**src/sv/pet_pkg.sv**
```systemverilog
// Shared types and constants of the proximity entry trigger.
`default_nettype none
package pet_pkg;

   // item commands
   localparam logic [1:0] CMD_WRITE_POINT = 2'd0;
   localparam logic [1:0] CMD_CLEAR_MARKS = 2'd1;
   localparam logic [1:0] CMD_STEP_MOVER  = 2'd2;

   // register indexes
   localparam int CSR_IDX_W  = 2;
   localparam int CSR_DATA_W = 13;
   localparam logic [CSR_IDX_W-1:0] CSR_ACTIVE_POINTS  = 2'd0;
   localparam logic [CSR_IDX_W-1:0] CSR_CONNECT_RADIUS = 2'd1;
   localparam logic [CSR_IDX_W-1:0] CSR_FIELD_HEIGHT   = 2'd2;
   localparam logic [CSR_IDX_W-1:0] CSR_PITCH_SPAN_MV  = 2'd3;

   // register reset values
   localparam logic [6:0]  RST_ACTIVE_POINTS  = 7'd16;
   localparam logic [11:0] RST_CONNECT_RADIUS = 12'd640;
   localparam logic [11:0] RST_FIELD_HEIGHT   = 12'd2144;
   localparam logic [12:0] RST_PITCH_SPAN_MV  = 13'd2000;

   // fixed field widths
   localparam int CMD_W   = 2;
   localparam int PIDX_W  = 6;
   localparam int MIDX_W  = 2;
   localparam int PITCH_W = 14;
   localparam int DIST_W  = 13;
   localparam int HGT_W   = 12;
   localparam int SPAN_W  = 13;

   localparam logic [SPAN_W-1:0] SPAN_LIMIT = 13'd5000;

   // status of an iterative arithmetic unit
   typedef struct packed {
      logic busy;
      logic done;
   } pet_unit_stat_type;

endpackage
`default_nettype wire

```
**src/sv/pet_if.sv**
```systemverilog
// Request and response channel interfaces.
`default_nettype none
interface pet_req_if #(parameter int COORD_BITS = 12) ();
   logic                          valid;
   logic                          ready;
   logic [pet_pkg::CMD_W-1:0]     cmd;
   logic [pet_pkg::PIDX_W-1:0]    point_index;
   logic [pet_pkg::MIDX_W-1:0]    mover_index;
   logic [COORD_BITS-1:0]         pos_x;
   logic [COORD_BITS-1:0]         pos_y;

   modport source (output valid, cmd, point_index, mover_index, pos_x, pos_y, input ready);
   modport sink   (input valid, cmd, point_index, mover_index, pos_x, pos_y, output ready);
endinterface

interface pet_rsp_if ();
   logic                              valid;
   logic                              ready;
   logic                              entered;
   logic [pet_pkg::PIDX_W-1:0]        entered_point;
   logic signed [pet_pkg::PITCH_W-1:0] pitch_mv;
   logic [pet_pkg::DIST_W-1:0]        nearest_dist;

   modport source (output valid, entered, entered_point, pitch_mv, nearest_dist, input ready);
   modport sink   (input valid, entered, entered_point, pitch_mv, nearest_dist, output ready);
endinterface
`default_nettype wire

```
**src/sv/pet_cell.sv**
```systemverilog
// One point cell of the rotating point ring.
`default_nettype none
module pet_cell #(
   parameter int COORD_BITS = 12
) (
   input  wire logic                  clock,
   input  wire logic                  shift_en,
   input  wire logic [COORD_BITS-1:0] shift_x,
   input  wire logic [COORD_BITS-1:0] shift_y,
   input  wire logic                  load_en,
   input  wire logic [COORD_BITS-1:0] load_x,
   input  wire logic [COORD_BITS-1:0] load_y,
   output logic      [COORD_BITS-1:0] x,
   output logic      [COORD_BITS-1:0] y
);
   logic [COORD_BITS-1:0] x_ff, x_in;
   logic [COORD_BITS-1:0] y_ff, y_in;

   // load has priority; otherwise take the neighbor's point while rotating
   always_comb begin
      x_in = x_ff;
      y_in = y_ff;
      if (load_en) begin
         x_in = load_x;
         y_in = load_y;
      end else if (shift_en) begin
         x_in = shift_x;
         y_in = shift_y;
      end
   end

   always_ff @(posedge clock) begin
      x_ff <= x_in;
      y_ff <= y_in;
   end

   assign x = x_ff;
   assign y = y_ff;
endmodule
`default_nettype wire

```
**src/sv/pet_sqrt.sv**
```systemverilog
// Iterative floor square root, one result bit per cycle.
`default_nettype none
module pet_sqrt #(
   parameter int IN_W = 26
) (
   input  wire logic                       clock,
   input  wire logic                       reset,
   input  wire logic                       start,
   input  wire logic [IN_W-1:0]            value,
   output pet_pkg::pet_unit_stat_type      stat,
   output logic      [IN_W/2-1:0]          root
);
   import pet_pkg::*;

   localparam int HW    = IN_W / 2;
   localparam int RW    = HW + 3;
   localparam int CNT_W = $clog2(HW + 1);

   logic [IN_W-1:0]  val_ff, val_in;
   logic [RW-1:0]    rem_ff, rem_in;
   logic [HW-1:0]    root_ff, root_in;
   logic [CNT_W-1:0] cnt_ff, cnt_in;
   logic             busy_ff, busy_in;
   logic             done_ff, done_in;
   logic [RW-1:0]    rem_sh, trial;

   // bring down two bits, try appending a one
   always_comb begin
      rem_sh  = {rem_ff[RW-3:0], val_ff[IN_W-1 -: 2]};
      trial   = {1'b0, root_ff, 2'b01};
      val_in  = val_ff;
      rem_in  = rem_ff;
      root_in = root_ff;
      cnt_in  = cnt_ff;
      busy_in = busy_ff;
      done_in = done_ff;
      if (start) begin
         val_in  = value;
         rem_in  = '0;
         root_in = '0;
         cnt_in  = '0;
         busy_in = 1'b1;
         done_in = 1'b0;
      end else if (busy_ff) begin
         val_in = {val_ff[IN_W-3:0], 2'b00};
         if (rem_sh >= trial) begin
            rem_in  = rem_sh - trial;
            root_in = {root_ff[HW-2:0], 1'b1};
         end else begin
            rem_in  = rem_sh;
            root_in = {root_ff[HW-2:0], 1'b0};
         end
         cnt_in = cnt_ff + 1'b1;
         if (cnt_ff == CNT_W'(HW - 1)) begin
            busy_in = 1'b0;
            done_in = 1'b1;
         end
      end
   end

   always_ff @(posedge clock) begin
      if (reset) begin
         busy_ff <= 1'b0;
         done_ff <= 1'b0;
         cnt_ff  <= '0;
      end else begin
         busy_ff <= busy_in;
         done_ff <= done_in;
         cnt_ff  <= cnt_in;
      end
      val_ff  <= val_in;
      rem_ff  <= rem_in;
      root_ff <= root_in;
   end

   assign stat.busy = busy_ff;
   assign stat.done = done_ff;
   assign root      = root_ff;
endmodule
`default_nettype wire

```
**src/sv/pet_div.sv**
```systemverilog
// Iterative unsigned restoring divider, one quotient bit per cycle.
`default_nettype none
module pet_div #(
   parameter int NUM_W = 30,
   parameter int DEN_W = 13
) (
   input  wire logic                  clock,
   input  wire logic                  reset,
   input  wire logic                  start,
   input  wire logic [NUM_W-1:0]      dividend,
   input  wire logic [DEN_W-1:0]      divisor,
   output pet_pkg::pet_unit_stat_type stat,
   output logic      [NUM_W-1:0]      quotient
);
   import pet_pkg::*;

   localparam int CNT_W = $clog2(NUM_W + 1);

   logic [NUM_W-1:0] quo_ff, quo_in;
   logic [DEN_W-1:0] rem_ff, rem_in;
   logic [DEN_W-1:0] den_ff, den_in;
   logic [CNT_W-1:0] cnt_ff, cnt_in;
   logic             busy_ff, busy_in;
   logic             done_ff, done_in;
   logic [DEN_W:0]   rem_sh, rem_sub;

   // shift the next dividend bit into the remainder and subtract if it fits
   always_comb begin
      rem_sh  = {rem_ff, quo_ff[NUM_W-1]};
      rem_sub = rem_sh - {1'b0, den_ff};
      quo_in  = quo_ff;
      rem_in  = rem_ff;
      den_in  = den_ff;
      cnt_in  = cnt_ff;
      busy_in = busy_ff;
      done_in = done_ff;
      if (start) begin
         quo_in  = dividend;
         rem_in  = '0;
         den_in  = divisor;
         cnt_in  = '0;
         busy_in = 1'b1;
         done_in = 1'b0;
      end else if (busy_ff) begin
         if (rem_sh >= {1'b0, den_ff}) begin
            rem_in = rem_sub[DEN_W-1:0];
            quo_in = {quo_ff[NUM_W-2:0], 1'b1};
         end else begin
            rem_in = rem_sh[DEN_W-1:0];
            quo_in = {quo_ff[NUM_W-2:0], 1'b0};
         end
         cnt_in = cnt_ff + 1'b1;
         if (cnt_ff == CNT_W'(NUM_W - 1)) begin
            busy_in = 1'b0;
            done_in = 1'b1;
         end
      end
   end

   always_ff @(posedge clock) begin
      if (reset) begin
         busy_ff <= 1'b0;
         done_ff <= 1'b0;
         cnt_ff  <= '0;
      end else begin
         busy_ff <= busy_in;
         done_ff <= done_in;
         cnt_ff  <= cnt_in;
      end
      quo_ff <= quo_in;
      rem_ff <= rem_in;
      den_ff <= den_in;
   end

   assign stat.busy = busy_ff;
   assign stat.done = done_ff;
   assign quotient  = quo_ff;
endmodule
`default_nettype wire

```
**src/sv/proximity_entry_trigger_core.sv**
```systemverilog
// Top level of the proximity entry trigger.
//
// The points sit in a ring of MAX_POINTS cells. A step_mover item rotates the
// ring once around, feeding one point per cycle into a two-stage
// distance/compare pipeline that updates the mover's marks and tracks the
// nearest point and the nearest newly entered one. Then the floor square
// root and the pitch division run on serial units, of which the divider is
// the longer. Other items go straight to their result. A new item is taken
// once the previous one has handed its result to the output register. No
// clearing pass is needed: marks rows carry valid bits that reset and
// clear_marks drop at once.
`default_nettype none
module proximity_entry_trigger_core #(
   parameter int MAX_POINTS = 64,
   parameter int NUM_MOVERS = 4,
   parameter int COORD_BITS = 12
) (
   input  wire logic                             clock,
   input  wire logic                             reset,
   pet_req_if.sink                               req_chan,
   pet_rsp_if.source                             rsp_chan,
   input  wire logic                             csr_we,
   input  wire logic [pet_pkg::CSR_IDX_W-1:0]    csr_index,
   input  wire logic [pet_pkg::CSR_DATA_W-1:0]   csr_wdata
);
   import pet_pkg::*;

   localparam int IDX_W   = (MAX_POINTS > 1) ? $clog2(MAX_POINTS) : 1;
   localparam int CNT_W   = $clog2(MAX_POINTS + 1);
   localparam int MV_W    = (NUM_MOVERS > 1) ? $clog2(NUM_MOVERS) : 1;
   localparam int SQ_W    = 2 * COORD_BITS;
   localparam int D2_W    = SQ_W + 1;
   localparam int SQI_W   = SQ_W + 2;
   localparam int ROOT_W  = SQI_W / 2;
   localparam int R2_W    = 24;
   localparam int DIFF_W  = ((COORD_BITS > HGT_W) ? COORD_BITS : HGT_W) + 2;
   localparam int PROD_W  = DIFF_W + 15;
   localparam int NUM_W   = PROD_W + 1;
   localparam int DEN_W   = HGT_W + 1;

   localparam logic [2:0] ST_IDLE   = 3'd0;
   localparam logic [2:0] ST_SCAN   = 3'd1;
   localparam logic [2:0] ST_FLUSH  = 3'd2;
   localparam logic [2:0] ST_PITCH1 = 3'd3;
   localparam logic [2:0] ST_PITCH2 = 3'd4;
   localparam logic [2:0] ST_WAIT   = 3'd5;
   localparam logic [2:0] ST_DONE   = 3'd6;

   // configuration registers
   logic [6:0]        act_ff;
   logic [11:0]       radius_ff;
   logic [HGT_W-1:0]  height_ff;
   logic [SPAN_W-1:0] span_ff;

   always_ff @(posedge clock) begin
      if (reset) begin
         act_ff    <= RST_ACTIVE_POINTS;
         radius_ff <= RST_CONNECT_RADIUS;
         height_ff <= RST_FIELD_HEIGHT;
         span_ff   <= RST_PITCH_SPAN_MV;
      end else if (csr_we) begin
         case (csr_index)
            CSR_ACTIVE_POINTS:  act_ff    <= csr_wdata[6:0];
            CSR_CONNECT_RADIUS: radius_ff <= csr_wdata[11:0];
            CSR_FIELD_HEIGHT:   height_ff <= csr_wdata[HGT_W-1:0];
            CSR_PITCH_SPAN_MV:  span_ff   <= csr_wdata[SPAN_W-1:0];
            default: ;
         endcase
      end
   end

   // effective span and height
   logic [SPAN_W-1:0] span_eff;
   logic [HGT_W-1:0]  h_eff;
   assign span_eff = (span_ff > SPAN_LIMIT) ? SPAN_LIMIT : span_ff;
   assign h_eff    = (height_ff == '0) ? HGT_W'(1) : height_ff;

   // control state
   logic [2:0]        state_ff, state_in;
   logic [CNT_W-1:0]  cnt_ff, cnt_in;
   logic [CNT_W-1:0]  n_ff;
   logic [MV_W-1:0]   midx_ff;
   logic [COORD_BITS-1:0] px_ff, py_ff;
   logic [R2_W-1:0]   r2_ff;
   logic              accept;
   logic              is_step;
   logic              write_hit;

   assign req_chan.ready = (state_ff == ST_IDLE);
   assign accept    = req_chan.valid && req_chan.ready;
   assign is_step   = (req_chan.cmd == CMD_STEP_MOVER) &&
                      (32'(req_chan.mover_index) < NUM_MOVERS);
   assign write_hit = accept && (req_chan.cmd == CMD_WRITE_POINT) &&
                      (32'(req_chan.point_index) < MAX_POINTS);

   // point ring
   logic [COORD_BITS-1:0] cell_x [MAX_POINTS];
   logic [COORD_BITS-1:0] cell_y [MAX_POINTS];
   logic                  ring_shift;
   assign ring_shift = (state_ff == ST_SCAN);

   for (genvar i = 0; i < MAX_POINTS; i++) begin : g_cell
      pet_cell #(.COORD_BITS(COORD_BITS)) u_cell (
         .clock    (clock),
         .shift_en (ring_shift),
         .shift_x  (cell_x[(i + 1) % MAX_POINTS]),
         .shift_y  (cell_y[(i + 1) % MAX_POINTS]),
         .load_en  (write_hit && (IDX_W'(req_chan.point_index) == IDX_W'(i))),
         .load_x   (req_chan.pos_x),
         .load_y   (req_chan.pos_y),
         .x        (cell_x[i]),
         .y        (cell_y[i])
      );
   end

   // stage 0: squared differences of the head cell
   logic [COORD_BITS-1:0] dx, dy;
   logic [SQ_W-1:0]       s1_sqx_ff, s1_sqy_ff;
   logic [IDX_W-1:0]      s1_idx_ff;
   logic [COORD_BITS-1:0] s1_y_ff;
   logic                  s1_vld_ff, s1_act_ff;

   assign dx = (cell_x[0] > px_ff) ? cell_x[0] - px_ff : px_ff - cell_x[0];
   assign dy = (cell_y[0] > py_ff) ? cell_y[0] - py_ff : py_ff - cell_y[0];

   always_ff @(posedge clock) begin
      if (reset) begin
         s1_vld_ff <= 1'b0;
      end else begin
         s1_vld_ff <= ring_shift;
      end
      s1_sqx_ff <= dx * dx;
      s1_sqy_ff <= dy * dy;
      s1_idx_ff <= cnt_ff[IDX_W-1:0];
      s1_y_ff   <= cell_y[0];
      s1_act_ff <= (cnt_ff < n_ff);
   end

   // marks memory with row valid bits
   logic [NUM_MOVERS-1:0] marks_mem [MAX_POINTS];
   logic [MAX_POINTS-1:0] mark_vld_ff;
   logic [NUM_MOVERS-1:0] s1_marks_ff;
   logic                  s1_rowv_ff;
   logic [NUM_MOVERS-1:0] row_old, row_new;
   logic                  mark_we;

   always_ff @(posedge clock) begin
      s1_marks_ff <= marks_mem[cnt_ff[IDX_W-1:0]];
      s1_rowv_ff  <= mark_vld_ff[cnt_ff[IDX_W-1:0]];
      if (mark_we) begin
         marks_mem[s1_idx_ff] <= row_new;
      end
   end

   always_ff @(posedge clock) begin
      if (reset) begin
         mark_vld_ff <= '0;
      end else if (accept && (req_chan.cmd == CMD_CLEAR_MARKS)) begin
         mark_vld_ff <= '0;
      end else if (mark_we) begin
         mark_vld_ff[s1_idx_ff] <= 1'b1;
      end
   end

   // stage 1: distance compare and best tracking
   logic [D2_W-1:0]       d2;
   logic                  now_in, was_in;
   logic [D2_W-1:0]       best_all_ff, best_new_ff;
   logic                  have_new_ff;
   logic [IDX_W-1:0]      new_idx_ff;
   logic [COORD_BITS-1:0] new_y_ff;

   assign d2      = {1'b0, s1_sqx_ff} + {1'b0, s1_sqy_ff};
   assign now_in  = (32'(d2) < 32'(r2_ff));
   assign row_old = s1_rowv_ff ? s1_marks_ff : '0;
   assign was_in  = row_old[midx_ff];
   assign mark_we = s1_vld_ff && s1_act_ff;

   always_comb begin
      row_new          = row_old;
      row_new[midx_ff] = now_in;
   end

   always_ff @(posedge clock) begin
      if (reset) begin
         have_new_ff <= 1'b0;
      end else if (accept) begin
         have_new_ff <= 1'b0;
      end else if (mark_we && now_in && !was_in && (!have_new_ff || d2 < best_new_ff)) begin
         have_new_ff <= 1'b1;
      end
      if (mark_we) begin
         if (s1_idx_ff == '0 || d2 < best_all_ff) begin
            best_all_ff <= d2;
         end
         if (now_in && !was_in && (!have_new_ff || d2 < best_new_ff)) begin
            best_new_ff <= d2;
            new_idx_ff  <= s1_idx_ff;
            new_y_ff    <= s1_y_ff;
         end
      end
   end

   // pitch math: product, then numerator and divide
   logic signed [DIFF_W-1:0] pdiff;
   logic signed [PROD_W-1:0] prod_ff;
   logic signed [NUM_W-1:0]  num;
   logic [NUM_W-1:0]         num_mag;
   logic [NUM_W-1:0]         dividend;
   logic [DEN_W-1:0]         den;
   logic                     neg_ff;
   logic                     div_start, sq_start;

   assign pdiff = $signed(DIFF_W'(h_eff)) - $signed(DIFF_W'({new_y_ff, 1'b0}));
   assign num   = NUM_W'(prod_ff) + $signed(NUM_W'(h_eff));
   assign num_mag  = num[NUM_W-1] ? NUM_W'(-num) : NUM_W'(num);
   assign den      = {h_eff, 1'b0};
   assign dividend = num[NUM_W-1] ? num_mag + NUM_W'(den) - NUM_W'(1) : num_mag;
   assign sq_start  = (state_ff == ST_PITCH1);
   assign div_start = (state_ff == ST_PITCH2);

   always_ff @(posedge clock) begin
      if (state_ff == ST_PITCH1) begin
         prod_ff <= PROD_W'($signed({2'b00, span_eff, 1'b0}) * pdiff);
      end
      if (state_ff == ST_PITCH2) begin
         neg_ff <= num[NUM_W-1];
      end
   end

   pet_unit_stat_type dv_stat, sq_stat;
   logic [NUM_W-1:0]  quo;
   logic [ROOT_W-1:0] root;

   pet_div #(.NUM_W(NUM_W), .DEN_W(DEN_W)) u_div (
      .clock    (clock),
      .reset    (reset),
      .start    (div_start),
      .dividend (dividend),
      .divisor  (den),
      .stat     (dv_stat),
      .quotient (quo)
   );

   pet_sqrt #(.IN_W(SQI_W)) u_sqrt (
      .clock (clock),
      .reset (reset),
      .start (sq_start),
      .value ({1'b0, best_all_ff}),
      .stat  (sq_stat),
      .root  (root)
   );

   // signed, saturated pitch
   logic signed [NUM_W:0]    q_s;
   logic signed [NUM_W:0]    span_s;
   logic signed [PITCH_W-1:0] pitch_sat;

   assign q_s    = neg_ff ? -$signed({1'b0, quo}) : $signed({1'b0, quo});
   assign span_s = $signed((NUM_W + 1)'(span_eff));

   always_comb begin
      if (q_s > span_s) begin
         pitch_sat = PITCH_W'(span_s);
      end else if (q_s < -span_s) begin
         pitch_sat = PITCH_W'(-span_s);
      end else begin
         pitch_sat = PITCH_W'(q_s);
      end
   end

   // held pitch per mover
   logic signed [PITCH_W-1:0] held_ff [NUM_MOVERS];
   logic                      units_done;
   assign units_done = dv_stat.done && !dv_stat.busy && sq_stat.done && !sq_stat.busy;

   always_ff @(posedge clock) begin
      if (reset) begin
         for (int m = 0; m < NUM_MOVERS; m++) begin
            held_ff[m] <= '0;
         end
      end else if (state_ff == ST_WAIT && units_done && have_new_ff) begin
         held_ff[midx_ff] <= pitch_sat;
      end
   end

   // pending result
   logic                      pend_entered_ff;
   logic [PIDX_W-1:0]         pend_point_ff;
   logic signed [PITCH_W-1:0] pend_pitch_ff;
   logic [DIST_W-1:0]         pend_dist_ff;

   always_ff @(posedge clock) begin
      if (accept) begin
         pend_entered_ff <= 1'b0;
         pend_point_ff   <= '0;
         pend_pitch_ff   <= '0;
         pend_dist_ff    <= '0;
      end else if (state_ff == ST_WAIT && units_done) begin
         pend_entered_ff <= have_new_ff;
         pend_point_ff   <= have_new_ff ? PIDX_W'(new_idx_ff) : '0;
         pend_pitch_ff   <= have_new_ff ? pitch_sat : held_ff[midx_ff];
         pend_dist_ff    <= DIST_W'(root);
      end
   end

   // sequencer
   logic rsp_free;
   assign rsp_free = !rsp_chan.valid || rsp_chan.ready;

   always_comb begin
      state_in = state_ff;
      cnt_in   = cnt_ff;
      case (state_ff)
         ST_IDLE: begin
            if (accept) begin
               cnt_in   = '0;
               state_in = is_step ? ST_SCAN : ST_DONE;
            end
         end
         ST_SCAN: begin
            cnt_in = cnt_ff + 1'b1;
            if (cnt_ff == CNT_W'(MAX_POINTS - 1)) begin
               state_in = ST_FLUSH;
            end
         end
         ST_FLUSH:  state_in = ST_PITCH1;
         ST_PITCH1: state_in = ST_PITCH2;
         ST_PITCH2: state_in = ST_WAIT;
         ST_WAIT: begin
            if (units_done) begin
               state_in = ST_DONE;
            end
         end
         ST_DONE: begin
            if (rsp_free) begin
               state_in = ST_IDLE;
            end
         end
         default: state_in = ST_IDLE;
      endcase
   end

   always_ff @(posedge clock) begin
      if (reset) begin
         state_ff <= ST_IDLE;
         cnt_ff   <= '0;
      end else begin
         state_ff <= state_in;
         cnt_ff   <= cnt_in;
      end
   end

   // step operands latched at accept
   always_ff @(posedge clock) begin
      if (accept) begin
         px_ff   <= req_chan.pos_x;
         py_ff   <= req_chan.pos_y;
         midx_ff <= MV_W'(req_chan.mover_index);
         r2_ff   <= radius_ff * radius_ff;
         if (act_ff == '0) begin
            n_ff <= CNT_W'(1);
         end else if (32'(act_ff) > MAX_POINTS) begin
            n_ff <= CNT_W'(MAX_POINTS);
         end else begin
            n_ff <= CNT_W'(act_ff);
         end
      end
   end

   // output register
   logic                      rsp_valid_ff;
   logic                      rsp_entered_ff;
   logic [PIDX_W-1:0]         rsp_point_ff;
   logic signed [PITCH_W-1:0] rsp_pitch_ff;
   logic [DIST_W-1:0]         rsp_dist_ff;
   logic                      rsp_load;

   assign rsp_load = (state_ff == ST_DONE) && rsp_free;

   always_ff @(posedge clock) begin
      if (reset) begin
         rsp_valid_ff <= 1'b0;
      end else if (rsp_load) begin
         rsp_valid_ff <= 1'b1;
      end else if (rsp_chan.ready) begin
         rsp_valid_ff <= 1'b0;
      end
      if (rsp_load) begin
         rsp_entered_ff <= pend_entered_ff;
         rsp_point_ff   <= pend_point_ff;
         rsp_pitch_ff   <= pend_pitch_ff;
         rsp_dist_ff    <= pend_dist_ff;
      end
   end

   assign rsp_chan.valid         = rsp_valid_ff;
   assign rsp_chan.entered       = rsp_entered_ff;
   assign rsp_chan.entered_point = rsp_point_ff;
   assign rsp_chan.pitch_mv      = rsp_pitch_ff;
   assign rsp_chan.nearest_dist  = rsp_dist_ff;
endmodule
`default_nettype wire

```
**src/flat_wrapper.sv**
```systemverilog
// flat-port wrapper written by rule: the top's interface ports become plain ports
module proximity_entry_trigger_core_flat import pet_pkg::*;
#(
   parameter int MAX_POINTS = 64,
   parameter int NUM_MOVERS = 4,
   parameter int COORD_BITS = 12
)
  (clock, reset, csr_we, csr_index, csr_wdata, req_chan_valid, req_chan_cmd, req_chan_point_index, req_chan_mover_index, req_chan_pos_x, req_chan_pos_y, req_chan_ready, rsp_chan_valid, rsp_chan_entered, rsp_chan_entered_point, rsp_chan_pitch_mv, rsp_chan_nearest_dist, rsp_chan_ready);
  pet_req_if #(.COORD_BITS(COORD_BITS)) req_chan_i ();
  pet_rsp_if rsp_chan_i ();
  input  wire logic clock;
  input  wire logic reset;
  input  wire logic csr_we;
  input  wire logic [pet_pkg::CSR_IDX_W-1:0] csr_index;
  input  wire logic [pet_pkg::CSR_DATA_W-1:0] csr_wdata;
  input wire logic [$bits(req_chan_i.valid)-1:0] req_chan_valid;
  input wire logic [$bits(req_chan_i.cmd)-1:0] req_chan_cmd;
  input wire logic [$bits(req_chan_i.point_index)-1:0] req_chan_point_index;
  input wire logic [$bits(req_chan_i.mover_index)-1:0] req_chan_mover_index;
  input wire logic [$bits(req_chan_i.pos_x)-1:0] req_chan_pos_x;
  input wire logic [$bits(req_chan_i.pos_y)-1:0] req_chan_pos_y;
  output wire logic [$bits(req_chan_i.ready)-1:0] req_chan_ready;
  output wire logic [$bits(rsp_chan_i.valid)-1:0] rsp_chan_valid;
  output wire logic [$bits(rsp_chan_i.entered)-1:0] rsp_chan_entered;
  output wire logic [$bits(rsp_chan_i.entered_point)-1:0] rsp_chan_entered_point;
  output wire logic [$bits(rsp_chan_i.pitch_mv)-1:0] rsp_chan_pitch_mv;
  output wire logic [$bits(rsp_chan_i.nearest_dist)-1:0] rsp_chan_nearest_dist;
  input wire logic [$bits(rsp_chan_i.ready)-1:0] rsp_chan_ready;
  assign req_chan_i.valid = req_chan_valid;
  assign req_chan_i.cmd = req_chan_cmd;
  assign req_chan_i.point_index = req_chan_point_index;
  assign req_chan_i.mover_index = req_chan_mover_index;
  assign req_chan_i.pos_x = req_chan_pos_x;
  assign req_chan_i.pos_y = req_chan_pos_y;
  assign req_chan_ready = req_chan_i.ready;
  assign rsp_chan_valid = rsp_chan_i.valid;
  assign rsp_chan_entered = rsp_chan_i.entered;
  assign rsp_chan_entered_point = rsp_chan_i.entered_point;
  assign rsp_chan_pitch_mv = rsp_chan_i.pitch_mv;
  assign rsp_chan_nearest_dist = rsp_chan_i.nearest_dist;
  assign rsp_chan_i.ready = rsp_chan_ready;
  proximity_entry_trigger_core #(.MAX_POINTS(MAX_POINTS), .NUM_MOVERS(NUM_MOVERS), .COORD_BITS(COORD_BITS)) u_core (.clock(clock), .reset(reset), .req_chan(req_chan_i), .rsp_chan(rsp_chan_i), .csr_we(csr_we), .csr_index(csr_index), .csr_wdata(csr_wdata));
endmodule
```
**config.mk**
```make
export PLATFORM = sky130hd
export DESIGN_NAME = proximity_entry_trigger_core_flat
export DESIGN_NICKNAME = d
export VERILOG_FILES = /design/src/sv/pet_pkg.sv /design/src/sv/pet_if.sv /design/src/sv/pet_cell.sv /design/src/sv/pet_sqrt.sv /design/src/sv/pet_div.sv /design/src/sv/proximity_entry_trigger_core.sv /design/src/flat_wrapper.sv
export SDC_FILE = /design/constraint.sdc
export NUM_CORES = 2
export LEC_CHECK = 0
export BUFFER_PORTS_ARGS = -buffer_cell sky130_fd_sc_hd__buf_4
export CORE_ASPECT_RATIO = 1.25
export CORE_MARGIN = 1
export CORE_UTILIZATION = 55
export DETAILED_ROUTE_END_ITERATION = 6
export HOLD_SLACK_MARGIN = 0.15
export PLACE_DENSITY = 0.8
export SYNTH_ARGS = -nofsm -noshare
export SYNTH_HDL_FRONTEND = slang
export SYNTH_SLANG_ARGS = --single-unit
export TNS_END_PERCENT = 1
```
**constraint.sdc**
```tcl
create_clock -name clock -period 11.7 [get_ports clock]
set_input_delay 0 -clock clock [delete_from_list [all_inputs] [get_ports clock]]
set_output_delay 0 -clock clock [all_outputs]
set_load 0.01 [all_outputs]
```
Yosys cells after proc, flatten, opt, wreduce, memory -nomap -nowiden --
Memories as Yosys holds them, arrays and structs flattened. A register that Yosys moved wholly into a read port is not among the register bits. Cells that the tools add are included.
Word-level totals: bits of input ports 54, output and inout port bits 36, memories kept 2, logic and storage cells 792, register bits 2068, RAM bits 312
Operators by class: bitwise logic cells 1, reductions and logical operators 180, multiplexer cells 313, order comparisons 17, multipliers 4, equality and inequality tests 81, add/subtract/negate cells 17
Memories:
- u_core.marks_mem | words 64, bits a word 4, read ports 1, clocked after Yosys merged registers in 1, wr ports 1, line proximity_entry_trigger_core.sv:140 | logic [NUM_MOVERS-1:0] marks_mem [MAX_POINTS];
- u_core.held_ff | words 4, bits a word 14, read ports 1, clocked after Yosys merged registers in 1, wr ports 4, line proximity_entry_trigger_core.sv:273 | logic signed [PITCH_W-1:0] held_ff [NUM_MOVERS];
Operators by type and width (number):
- $mux 12 | 259
- $eq 6x6->1 const B | 32
- $reduce_bool 2->1 | 68
- $mux 30 | 4
- $eq 6x5->1 const B | 16
- $logic_and 1x1->1 | 81
- $mul 12x12->24 | 3
- $mux 14 | 5
- $or 64x64->64 | 1
- $lt 25x25->1 | 2
- $mux 25 | 2
- $eq 6x4->1 const B | 8
- $sub 12x12->12 | 4
- $gt 31x14->1 | 1
- $lt 31x31->1 | 1
- $mux 31 | 1
- $neg 13->31 | 1
- $neg 30->31 | 1
- $add 29x13->30 | 1
- $add 30x13->30 | 1
- $neg 30->30 | 1
- $sub 30x1->30 const B | 1
- $mul 14x14->28 | 1
- $mux 13 | 2
- 55 further kinds | 116

Longest topological paths before layout --
word-level depth 11, depth in mapped cells 37, mapped depth without buffers 36

By module --
From an unflattened synthesis, not the netlist that was laid out.
Second synthesis, totals: cell total of the unflattened synthesis 9155, area, all modules 132807.4 µm²
By module, submodules not included:
- pet_cell | area an instance 1119.8 µm², cells each 52, times used 64
- proximity_entry_trigger_core | area an instance 54591.1 µm², cells each 5231, times used 1
- pet_sqrt | area an instance 3278.1 µm², cells each 316, times used 1
- pet_div | area an instance 3269.4 µm², cells each 280, times used 1

Least setup slack after synthesis --
Ideal clock, no wire load.
path kind reg2reg, start point register u_core.s1_sqy_ff[3], end point register u_core.best_new_ff[0] (enable), path slack 3063 ps, path buffers 0, data arrival time 8086 ps, library setup time 551 ps, period minus slack after synthesis 8637 ps, stages on the path, launching flop included 21, path through dfxtp_1 ha_1 a21oi_1 o21bai_1 a21oi_1 a211oi_1 nand3b_1 a311oi_1 nor2_1 a21oi_1 nand2b_1 a21oi_1 ha_1 a21o_1 a211o_1 a21oi_1 o211ai_1 a31oi_1 o31ai_1 or2_2 nor4_1
Between the ends: cells in the longest elaborated chain, start to end 5, elaborated cells between the ends (all ways) 7, classes of those cells 1 x add/sub; 2 x order compare; 4 x reduce/logical
Ends and longest elaborated chain:
- start: declaration | line proximity_entry_trigger_core.sv:118 | logic [SQ_W-1:0] s1_sqx_ff, s1_sqy_ff;
- start signal: assignment | line proximity_entry_trigger_core.sv:133 | s1_sqy_ff <= dy * dy;
- $add 24x24->25 (*) | line proximity_entry_trigger_core.sv:173 | assign d2 = {1'b0, s1_sqx_ff} + {1'b0, s1_sqy_ff};
- via u_core.d2[19] | line proximity_entry_trigger_core.sv:166 | logic [D2_W-1:0] d2;
- $lt 25x24->1 / $lt 25x25->1 (equally long branches) | line proximity_entry_trigger_core.sv:174, proximity_entry_trigger_core.sv:196
- $logic_and 1x1->1 / $logic_or 1x1->1 (equally long branches) | line proximity_entry_trigger_core.sv:196 | if (now_in && !was_in && (!have_new_ff || d2 < best_new_ff)) begin
- $logic_and 1x1->1 (*) | line proximity_entry_trigger_core.sv:196
- $reduce_and 2->1 (no source line) (*)
- end signal: assignment | line proximity_entry_trigger_core.sv:197 | best_new_ff <= d2;
- end: declaration | line proximity_entry_trigger_core.sv:168 | logic [D2_W-1:0] best_all_ff, best_new_ff;
Mark *: on every way through the listed nets, which the timed path passes. The rest lies on a longest branch. A chain may end at the register's enable or synchronous reset.

Worst setup path after layout --
start point register u_core.g_cell[0].u_cell.y_ff[6], end point register u_core.s1_sqy_ff[23]
Between the ends: cells in the longest elaborated chain, start to end 3, elaborated cells between the ends (all ways) 5, classes of those cells 2 x add/sub; 1 x mul; 1 x order compare; 1 x mux
Ends and longest elaborated chain:
- start: declaration | line pet_cell.sv:17 | logic [COORD_BITS-1:0] y_ff, y_in;
- start signal: assignment | line pet_cell.sv:34 | y_ff <= y_in;
- $sub 12x12->12 / $gt 12x12->1 (equally long branches) | line proximity_entry_trigger_core.sv:124 | assign dy = (cell_y[0] > py_ff) ? cell_y[0] - py_ff : py_ff - cell_y[0];
- $mux 12 (*) | line proximity_entry_trigger_core.sv:124
- $mul 12x12->24 (*) | line proximity_entry_trigger_core.sv:133
Mark *: on every way between the ends. The rest lies on a longest branch, timed or not.

==> summary.md <==
| Metric | Value |
|---|---|
| Mapped Nets | `10300` |
| Clk sinks | `2383` |
| GPL Wtd Cong | `0.915` |
| Share of layout cells above drive strength 1 | `24.4%` |
| Clock transition at path regs | `0.07 ns` |
| Clock buffer depth | `3` |
| Routed Antenna Nets | `0` |
| CP Max Fanout | `14` |
| Mean Syn Cell Area | `13.4 um^2` |
| # DRC | `0` |
| Synth top area share | `50.4%` |
| Final Max Tran Viols | `0` |
| Min-Delay Path Class | `primary input to flop` |
| Post-Route Skew | `0.0497 ns` |
| CTS resizes | `0` |
| Seq/Total Area, Yosys | `54.9%` |
| CTS buffer count | `221` |
| Setup repair after global routing missed its margin | `false` |
| First-pass iteration count of the detailed router | `6` |
| Slowest-stage cell, CP | `xnor2_1` |
| Core Box Area | `0.226 mm^2` |
| Register area | `0.0688 mm^2` |
| I/O Buffers | `89` |
| TritonCTS clock tree | `built` |
| CP Class | `flop to flop` |
| Synthesized area | `0.125 mm^2` |
| Row cnt | `195` |
| Largest net degree at the start of global routing | `80` |
| Vias in the first global route | `77900` |
| Fin crit period | `9.25 ns` |
| First-pass GRT wire length | `445000 um` |
| Hpwl dp | `188000 um` |
| Total GRT Usage | `24.6%` |
| Remaining Overflow, GRT | `0` |
| Status | `finished, final reports clean` |
| Syn Inst Count | `9325` |
| DR vias | `74600` |
| Synth top area cells | `edfxtp_1 50%, mux2_2 14%, fa_1 5.9%` |
| Area of the multi-input gates | `0.0518 mm^2` |
| Main synth FF type | `edfxtp_1` |
| 1st-iter DRT viols | `5607` |
| EDFF count, synth | `2102` |
| Slew HR | `3.54%` |
| Clk Latency, worst-skew pair | `0.90 ns` |
| Sum Neg Setup Slack | `0 ns` |
| Area Growth Syn to Fin | `9.61%` |
| FF-to-FF setup slack | `2.45 ns` |
| Synth Register Bits | `2383` |
| # setup viols final | `0` |
| Width of the die | `429 um` |
| Max frequency | `108 MHz` |
| Die Span Y | `536 um` |
| Die footprint | `0.230 mm^2` |
| Top Ports | `90` |
| Fin crit share | `79.0%` |
| Initial core utilization | `55.4%` |
| WL/cell | `22.8 um` |
| Async set-or-reset flop fraction in the synthesized netlist | `0%` |
| Crit path largest cell delay | `1.00 ns` |
| Number of max-cap violations | `0` |
| Overall routed net length | `283000 um` |
| Final-report hold violation count | `0` |
| CP most frequent cell | `fa_1` |
| Nets | `10300` |
| FILL cells | `16300` |
| Critical Path AT | `10.01 ns` |
| Largest area contributor in the netlist | `edfxtp_1` |
| Initial antenna violation count | `15` |
| CP Capture Type | `flop` |
| Worst-margin pin slew | `1.45 ns` |
| Synthesis Warnings | `0` |
| H-tree Lvls | `4` |
| Root buffer selected by CTS | `clkbuf_16` |
| Yosys cell types | `83` |
| Routed vias/inst | `5.99` |
| Critical Path RT | `12.46 ns` |
| CP startpoint kind | `flop` |
## sequential cells by signal, summed over array words and instances, names as in the netlist, 25 cells and up, named ones only
signal,count
u_core.g_cell.u_cell.x,768
u_core.g_cell.u_cell.y,768
u_core.marks_mem,256
u_core.mark_vld_ff,64
u_core.held_ff,56
u_core.u_div.quotient,30
u_core.prod_ff,28
u_core.u_sqrt.val_ff,26
u_core.best_all_ff,25
u_core.best_new_ff,25
## cell type report
class                      count  share of cell area [%]
clock inverter               164                    1.38
multi-input combinational   5612                    37.7
clock buffer                 257                    4.24
timing repair buffer         298                    1.79
tap                         2955                    2.69
inverter                     767                    2.10
sequential                  2383                    50.1
antenna                       14                  0.0255
## cell families after synthesis
| group | synth area share, % |
|---|---|
| xor+xnor | 1.83 |
| compound gates | 5.23 |
| simple gates | 6.16 |
| flops | 54.9 |
| fa+ha+maj | 11.6 |
| mux | 16.3 |
| buf+inv | 4.00 |
## layer usage
layer / up-vias / part of all wire [%] / GRT usage [%]
li1: 33500 / - / -
met1: 38000 / 39 / 29.9
met2: 2479 / 52 / 44.1
met3: 655 / 5.5 / 3.20
met4: 6 / 4.1 / 10.0
met5: - / 0.013 / 0
## worst max-delay path: cells and delay by family, from the launching register on
family,cells,cell delay (ns)
xor gates and xnor gates,2,1.15
and+or+nand+nor,4,0.91
AOI/OAI and AO/OA,12,2.84
adders and majority gates,7,3.26
buffers and inverters,5,0.59
DFF,1,0.37
## placed cells by master (no fill, tap or decap), types with 224 or more instances in the layout
cell type  synthesis  layout
ha_1             563     563
a21oi_1          295     295
dfxtp_1          281     277
mux2_2          1508    1508
fa_1             372     372
nand2_1          541     541
clkbuf_16          0     224
inv_1            759     758
nor2_1           543     528
edfxtp_1        2102    2102
o21ai_0          252     232
## final timing paths
| path | from | end | cells past startpoint |
|---|---|---|---|
| max | u_core.g_cell[0].u_cell.y[6]$_DFFE_PP_ | u_core.s1_sqy_ff[23]$_DFF_P_ | 30 |
| max reg2reg | u_core.g_cell[0].u_cell.y[6]$_DFFE_PP_ | u_core.s1_sqy_ff[23]$_DFF_P_ | 30 |
| min reg2reg | u_core.s1_y_ff[4]$_DFF_P_ | u_core.new_y_ff[4]$_DFFE_PP_ | 0 |
| min | req_chan_pos_x[4] | u_core.px_ff[4]$_DFFE_PP_ | 2 |
## synthesized netlist by cell type, types with 108 or more instances
library cell,count
edfxtp_1,2102
mux2_2,1508
inv_1,759
ha_1,563
nor2_1,543
nand2_1,541
clkbuf_1,503
fa_1,372
a21oi_1,295
dfxtp_1,281
o21ai_0,252
xnor2_1,172
mux4_2,120
a21o_1,108
## metrics by stage
step / setup slack [ns] / instance area, um^2 / hold WS (ns) / util [%] / instances
finish: 2.45 / 137000 / 0.232 / 60.7 / 12500
global route: 1.81 / 137000 / 0.253 / 60.7 / 12400
CTS: 2.49 / 137000 / 0.188 / 60.7 / 12400
detailed placement: 2.53 / 129000 / 0.233 / 56.9 / 11900
global placement: 2.60 / 129000 / 0.239 / 56.9 / 11900
floorplan: 3.06 / 125000 / 0.0989 / - / 9325
## what timing repair did
item                      4_1_cts  5_1_grt
hold endpoints to repair     1843        0
hold buffers                   90        0
buffers inserted                0        0
Power is not shown: default switching activity piles up to over one toggle a cycle in this logic, so the estimate is an artifact.
